File: src/rtl/biased_mf_sgd_update_top_macros.svh
// assertion macros for the biased matrix factorization sgd update block
// used by biased_mf_sgd_update_top, expects a clock named aclk and reset aresetn
`ifndef BIASED_MF_SGD_UPDATE_TOP_MACROS_SVH
`define BIASED_MF_SGD_UPDATE_TOP_MACROS_SVH

// same-cycle implication
`define BMF_ASSERT_NOW(lbl, ante, cons, msg) \
    lbl: assert property (@(posedge aclk) disable iff (!aresetn) (ante) |-> (cons)) \
        else $error(msg);

// next-cycle implication
`define BMF_ASSERT_NEXT(lbl, ante, cons, msg) \
    lbl: assert property (@(posedge aclk) disable iff (!aresetn) (ante) |=> (cons)) \
        else $error(msg);

`endif

File: src/rtl/bmf_pkg.sv
// shared types, constants and helpers for the biased mf sgd update block
// no dependencies
`timescale 1ns / 1ps

package bmf_pkg;

    localparam int USER_BITS   = 16;
    localparam int ITEM_BITS   = 14;
    localparam int FACTOR_BITS = 4;
    localparam int FACTOR_COUNT = 16;
    localparam int UF_ADDR_BITS = USER_BITS + FACTOR_BITS;
    localparam int IF_ADDR_BITS = ITEM_BITS + FACTOR_BITS;

    localparam logic [18:0] ONE_Q16  = 19'd65536;
    localparam logic [18:0] FIVE_Q16 = 19'd327680;

    localparam int CFG_IDX_BITS = 3;
    localparam int CFG_DATA_BITS = 19;
    localparam int S_TDATA_BITS = 72;
    localparam int M_TDATA_BITS = 40;

    typedef enum logic [1:0] {
        OP_TRAIN    = 2'd0,
        OP_PREDICT  = 2'd1,
        OP_WR_USER  = 2'd2,
        OP_WR_ITEM  = 2'd3
    } op_t;

    typedef enum logic [CFG_IDX_BITS-1:0] {
        CFG_BIAS_LR  = 3'd0,
        CFG_FACT_LR  = 3'd1,
        CFG_BIAS_REG = 3'd2,
        CFG_FACT_REG = 3'd3,
        CFG_MEAN     = 3'd4
    } cfg_idx_t;

    typedef enum logic [3:0] {
        ST_CLEAR,
        ST_IDLE,
        ST_DISPATCH,
        ST_DOT,
        ST_DRAIN,
        ST_PRED,
        ST_BIAS_MUL,
        ST_BIAS_STEP,
        ST_BIAS_WR,
        ST_UPD_RD,
        ST_UPD_MUL,
        ST_UPD_STEP,
        ST_UPD_WR,
        ST_RESULT
    } state_t;

    typedef struct packed {
        logic                   in_load;
        logic                   fac_write;
        logic                   bias_rd;
        logic                   acc_clr;
        logic                   dot_rd;
        logic                   pred_ld;
        logic                   bias_mul;
        logic                   bias_step;
        logic                   bias_wr;
        logic                   upd_rd;
        logic                   upd_mul;
        logic                   upd_step;
        logic                   upd_wr;
        logic                   out_load;
        logic                   out_zero;
        logic                   clr_wr;
        logic [FACTOR_BITS-1:0] k;
        logic [USER_BITS-1:0]   clr_addr;
    } cmd_t;

    typedef struct packed {
        op_t  op;
        logic several;
    } sts_t;

    function automatic logic signed [31:0] sat32(input logic signed [39:0] x);
        logic signed [31:0] r;
        if (x > 40'sh007FFFFFFF) begin
            r = 32'sh7FFFFFFF;
        end else if (x < -40'sh0080000000) begin
            r = 32'sh80000000;
        end else begin
            r = x[31:0];
        end
        return r;
    endfunction

endpackage

File: src/rtl/bmf_ctrl.sv
// controller state machine: clearing pass, operation sequencing, result handshake
// depends on bmf_pkg
`timescale 1ns / 1ps

module bmf_ctrl (
    input  logic          aclk,
    input  logic          aresetn,
    input  logic          s_tvalid,
    output logic          s_tready,
    output logic          m_tvalid,
    input  logic          m_tready,
    input  bmf_pkg::sts_t sts,
    output bmf_pkg::cmd_t cmd
);

    bmf_pkg::state_t                    state_reg, state_next;
    logic [bmf_pkg::FACTOR_BITS-1:0]    k_reg, k_next;
    logic [bmf_pkg::USER_BITS-1:0]      clr_reg, clr_next;
    logic                               drain_reg, drain_next;
    logic                               mvalid_reg, mvalid_next;
    logic                               k_last;

    assign k_last   = (k_reg == bmf_pkg::FACTOR_BITS'(bmf_pkg::FACTOR_COUNT - 1));
    assign m_tvalid = mvalid_reg;

    always_ff @(posedge aclk) begin
        if (!aresetn) begin
            state_reg  <= bmf_pkg::ST_CLEAR;
            k_reg      <= '0;
            clr_reg    <= '0;
            drain_reg  <= 1'b0;
            mvalid_reg <= 1'b0;
        end else begin
            state_reg  <= state_next;
            k_reg      <= k_next;
            clr_reg    <= clr_next;
            drain_reg  <= drain_next;
            mvalid_reg <= mvalid_next;
        end
    end

    always_comb begin
        state_next  = state_reg;
        k_next      = k_reg;
        clr_next    = clr_reg;
        drain_next  = drain_reg;
        mvalid_next = mvalid_reg;
        cmd          = '0;
        cmd.k        = k_reg;
        cmd.clr_addr = clr_reg;
        s_tready     = 1'b0;

        if (mvalid_reg && m_tready) begin
            mvalid_next = 1'b0;
        end

        unique case (state_reg)
            bmf_pkg::ST_CLEAR: begin
                cmd.clr_wr = 1'b1;
                clr_next   = clr_reg + 1'b1;
                if (clr_reg == '1) begin
                    state_next = bmf_pkg::ST_IDLE;
                end
            end
            bmf_pkg::ST_IDLE: begin
                s_tready    = 1'b1;
                cmd.in_load = s_tvalid;
                if (s_tvalid) begin
                    state_next = bmf_pkg::ST_DISPATCH;
                end
            end
            bmf_pkg::ST_DISPATCH: begin
                cmd.bias_rd = 1'b1;
                cmd.acc_clr = 1'b1;
                k_next      = '0;
                drain_next  = 1'b0;
                if (sts.op == bmf_pkg::OP_WR_USER || sts.op == bmf_pkg::OP_WR_ITEM) begin
                    cmd.fac_write = 1'b1;
                    state_next    = bmf_pkg::ST_RESULT;
                end else if (sts.several) begin
                    state_next = bmf_pkg::ST_DOT;
                end else begin
                    state_next = bmf_pkg::ST_PRED;
                end
            end
            bmf_pkg::ST_DOT: begin
                cmd.dot_rd = 1'b1;
                k_next     = k_reg + 1'b1;
                if (k_last) begin
                    state_next = bmf_pkg::ST_DRAIN;
                end
            end
            bmf_pkg::ST_DRAIN: begin
                // products still in flight through the mac pipeline
                drain_next = 1'b1;
                if (drain_reg) begin
                    state_next = bmf_pkg::ST_PRED;
                end
            end
            bmf_pkg::ST_PRED: begin
                cmd.pred_ld = 1'b1;
                k_next      = '0;
                state_next  = (sts.op == bmf_pkg::OP_TRAIN) ? bmf_pkg::ST_BIAS_MUL
                                                            : bmf_pkg::ST_RESULT;
            end
            bmf_pkg::ST_BIAS_MUL: begin
                cmd.bias_mul = 1'b1;
                state_next   = bmf_pkg::ST_BIAS_STEP;
            end
            bmf_pkg::ST_BIAS_STEP: begin
                cmd.bias_step = 1'b1;
                state_next    = bmf_pkg::ST_BIAS_WR;
            end
            bmf_pkg::ST_BIAS_WR: begin
                cmd.bias_wr = 1'b1;
                state_next  = bmf_pkg::ST_UPD_RD;
            end
            bmf_pkg::ST_UPD_RD: begin
                cmd.upd_rd = 1'b1;
                state_next = bmf_pkg::ST_UPD_MUL;
            end
            bmf_pkg::ST_UPD_MUL: begin
                cmd.upd_mul = 1'b1;
                state_next  = bmf_pkg::ST_UPD_STEP;
            end
            bmf_pkg::ST_UPD_STEP: begin
                cmd.upd_step = 1'b1;
                state_next   = bmf_pkg::ST_UPD_WR;
            end
            bmf_pkg::ST_UPD_WR: begin
                cmd.upd_wr = 1'b1;
                k_next     = k_reg + 1'b1;
                state_next = k_last ? bmf_pkg::ST_RESULT : bmf_pkg::ST_UPD_RD;
            end
            bmf_pkg::ST_RESULT: begin
                cmd.out_zero = (sts.op == bmf_pkg::OP_WR_USER ||
                                sts.op == bmf_pkg::OP_WR_ITEM);
                if (!mvalid_reg || m_tready) begin
                    cmd.out_load = 1'b1;
                    mvalid_next  = 1'b1;
                    state_next   = bmf_pkg::ST_IDLE;
                end
            end
            default: begin
                state_next = bmf_pkg::ST_IDLE;
            end
        endcase
    end

endmodule

File: config.mk
export PLATFORM = sky130hd
export DESIGN_NAME = bmf_ctrl
export DESIGN_NICKNAME = d
export VERILOG_FILES = /design/src/rtl/biased_mf_sgd_update_top_macros.svh /design/src/rtl/bmf_pkg.sv /design/src/rtl/bmf_ctrl.sv
export SDC_FILE = /design/constraint.sdc
export NUM_CORES = 1
export LEC_CHECK = 0
export BUFFER_PORTS_ARGS = -buffer_cell sky130_fd_sc_hd__buf_4
export CORE_ASPECT_RATIO = 0.6
export CORE_UTILIZATION = 30
export CTS_CLUSTER_DIAMETER = 50
export DETAILED_ROUTE_END_ITERATION = 12
export PLACE_DENSITY = 0.55
export SLEW_MARGIN = 20
export SYNTH_ARGS = -nofsm -noshare
export SYNTH_HDL_FRONTEND = slang
export SYNTH_SLANG_ARGS = --single-unit
File: constraint.sdc
create_clock -name aclk -period 2.4 [get_ports aclk]
set_clock_uncertainty 0.15 [all_clocks]
set_input_delay 0.12 -clock aclk [delete_from_list [all_inputs] [get_ports aclk]]
set_output_delay 0.12 -clock aclk [all_outputs]
set_load 0.01 [all_outputs]
==> flow_summary.json <==
{
  "hp-class": "in2reg",
  "stdcell_area_um2": 2010,
  "holdPathStages": 3,
  "dr.pass1.iters": 4,
  "yosysSeqAreaShare_pct": 34.6,
  "synth_seq_cells": 26,
  "synthesis.area_um2": 1500,
  "status": "completed",
  "p_int_w": 0.000841,
  "final_max_slew_viol_count": 0,
  "min_period_over_period_pct": 89.0,
  "initial_core_util_pct": 32.1,
  "final.setup.worst_slack_ns": 0.264,
  "grt.overflow.total": 0,
  "cts.repair.resized": 0,
  "drive_gt1_share_pct": 27.4,
  "worstMarginPinSlew_ns": 0.725,
  "path_max_fanout": 5,
  "final_nets": 247,
  "antenna_found_initial": 0,
  "grt.total_usage_pct": 14.8,
  "fmax_mhz": 468,
  "synthDistinctLibCells": 47,
  "antenna_cells": 0,
  "relSlewSlack_pct": 51.6,
  "fin_crit_ns": 2.14,
  "synthCells": 189,
  "final_util_pct": 43.0,
  "crit_arrival_ns": 2.19,
  "endpoint_kind": "flop",
  "largest_reg_flops": 16,
  "crit_type": "reg2reg",
  "max_cap_violations": 0,
  "cts_max_path_buffers": 2,
  "vias": 1520,
  "area_delta_synth_final_pct": 33.9,
  "power_frac_clock_pct": 30.6,
  "cp-start-kind": "flop",
  "p_sw_w": 0.000366,
  "dp_slack_ns": 0.295,
  "hpwl_um": 2900,
  "grt_pass1_wl_um": 6180,
  "hold_start": "m_tready",
  "drt_iter0_markers": 117,
  "min_to": "m_tvalid",
  "synth-edff-count": 0,
  "path_clk_slew_ns": 0.10,
  "rr_startpoint": "state_reg[2]",
  "cts_sinks": 26,
  "pwr-share-comb_pct": 28.9,
  "vias_per_cell": 5.07,
  "grt_max_degree": 23,
  "core_area_um2": 4680,
  "cts_made_buffers": 3,
  "p_per_area_nw_per_um2": 600,
  "gp_congestion": 0.767,
  "syn_area_per_cell_um2": 7.96,
  "pin_count": 45,
  "portBuffers": 44,
  "chipWidth_um": 93.4,
  "seq_power_share_pct": 40.4,
  "totalPowerFinal_w": 0.00121,
  "h-tree-depth": 1,
  "clock_latency_ns": 0.28,
  "setup_viol": 0,
  "worstRegToRegCells": 4,
  "ys.warnings.count": 0,
  "routed_wl_um": 3840,
  "root_buffer": "clkbuf_8",
  "dpl_cell_area_um2": 1930,
  "die_h_um": 56.8,
  "dieArea_um2": 5310,
  "ir_drop_mv": 0.380,
  "syn_nets": 198,
  "ant_nets": 0,
  "critPathRequiredTime_ns": 2.45,
  "r2r_end": "clr_reg[15]",
  "rows": 19,
  "power_leakage_nw": 0.767,
  "route.detailed.drc": 0,
  "synth-async-reset-ratio_pct": 0,
  "final_hold_viol_count": 0,
  "rsz0062_at_grt": "no",
  "swShare_pct": 30.4,
  "cts_tree": "built",
  "fin_setup_tns_ns": 0,
  "synth-main-ff-cell": "dfxtp_1",
  "post_drt_wl_per_cell_um": 12.8,
  "r2r_slack_ns": 0.26,
  "grt_pass1_vias": 1261
}
-- layout make-up --
class / instances / area (um2)
clock inverter: 1 / 30.0
inverter: 8 / 35.0
fill: 489 / 2670
sequential: 26 / 520
tap: 63 / 78.8
multi-input combinational: 144 / 892
timing repair buffer: 55 / 415
clock buffer: 3 / 41.3
-- Yosys cell counts (4+ instances only) --
cell / count / area share (%)
a21oi_1: 13 / 4.3
clkbuf_1: 8 / 2.0
dfxtp_1: 26 / 35
inv_1: 7 / 1.7
nand2_1: 13 / 3.2
nand2b_1: 7 / 2.9
nand3_1: 6 / 2.0
nand4_1: 4 / 1.7
nor2_1: 25 / 6.2
nor3_1: 5 / 1.7
o21ai_0: 10 / 3.3
o31ai_1: 4 / 2.0
or4_1: 4 / 2.0
xnor2_1: 7 / 4.1
-- layer usage --
layer / global-route usage [%] / vias to the layer above / wire length [um]
met4: 1.98 / 0 / 17
li1: - / 787 / -
met1: 24.0 / 689 / 2210
met2: 18.6 / 40 / 1370
met3: 4.20 / 4 / 242
met5: 0 / - / 0
-- power by group through the flow --
stage	clock network (W)	logic, W	registers, W
2_1_floorplan	0	0.000227	0.000501
3_3_place_gp	0	0.000352	0.000498
3_5_place_dp	0	0.000348	0.000497
4_1_cts	0.000378	0.000349	0.000487
5_1_grt	0.000392	0.000384	0.000490
6_report	0.000370	0.000349	0.000488
-- repair_timing --
action,4_1_cts,5_1_grt
setup buffers,0,0
hold buffers,1,0
hold endpoints to repair,4,0
-- worst max-delay path by stage --
stage | startpoint | cells past startpoint | slack (ns) | to
2_1_floorplan | state_reg[0] | 5 | 0.31 | clr_reg[13]
3_3_place_gp | state_reg[2] | 4 | 0.32 | clr_reg[13]
3_5_place_dp | state_reg[2] | 4 | 0.29 | clr_reg[15]
4_1_cts | state_reg[2] | 4 | 0.26 | clr_reg[15]
5_1_grt | k_reg[0] | 5 | 0.13 | state_reg[0]
6_report | state_reg[2] | 4 | 0.26 | clr_reg[15]
-- cell families after synthesis --
group                      after synthesis  synth area share [%]
adders and majority gates                2                  1.66
and+or+nand+nor                         88                  32.6
DFF                                     26                  34.6
xor gates and xnor gates                 9                  5.24
buffers and inverters                   19                  6.07
muxes                                    1                 0.666
AOI/OAI and AO/OA                       44                  19.1
-- worst max-delay path: stages (launching register included) --
cell     delay [ns]
dfxtp_1        0.34
or4_4          0.51
or4_4          0.58
or3_1          0.33
a21oi_1        0.14
-- placed cells by master (no fill, tap or decap), types with 6 or more instances in the layout --
cell type and n:
dfxtp_1 26, nand2b_1 7, nor2_1 25, a21oi_1 13
o21ai_0 10, buf_4 54, xnor2_1 7, nand2_1 13
inv_1 7, nand3_1 6
-- per-stage QoR --
| step | std cells | hold slack, ns |
|---|---|---|
| 3_3_place_gp | 295 | 0.260 |
| 4_1_cts | 300 | 0.0567 |
| 5_1_grt | 300 | 0.0806 |
| 3_5_place_dp | 295 | 0.243 |
| 2_1_floorplan | 189 | 0.0786 |
| 6_report | 300 | 0.0517 |
Power figures use the tool's default switching activity.
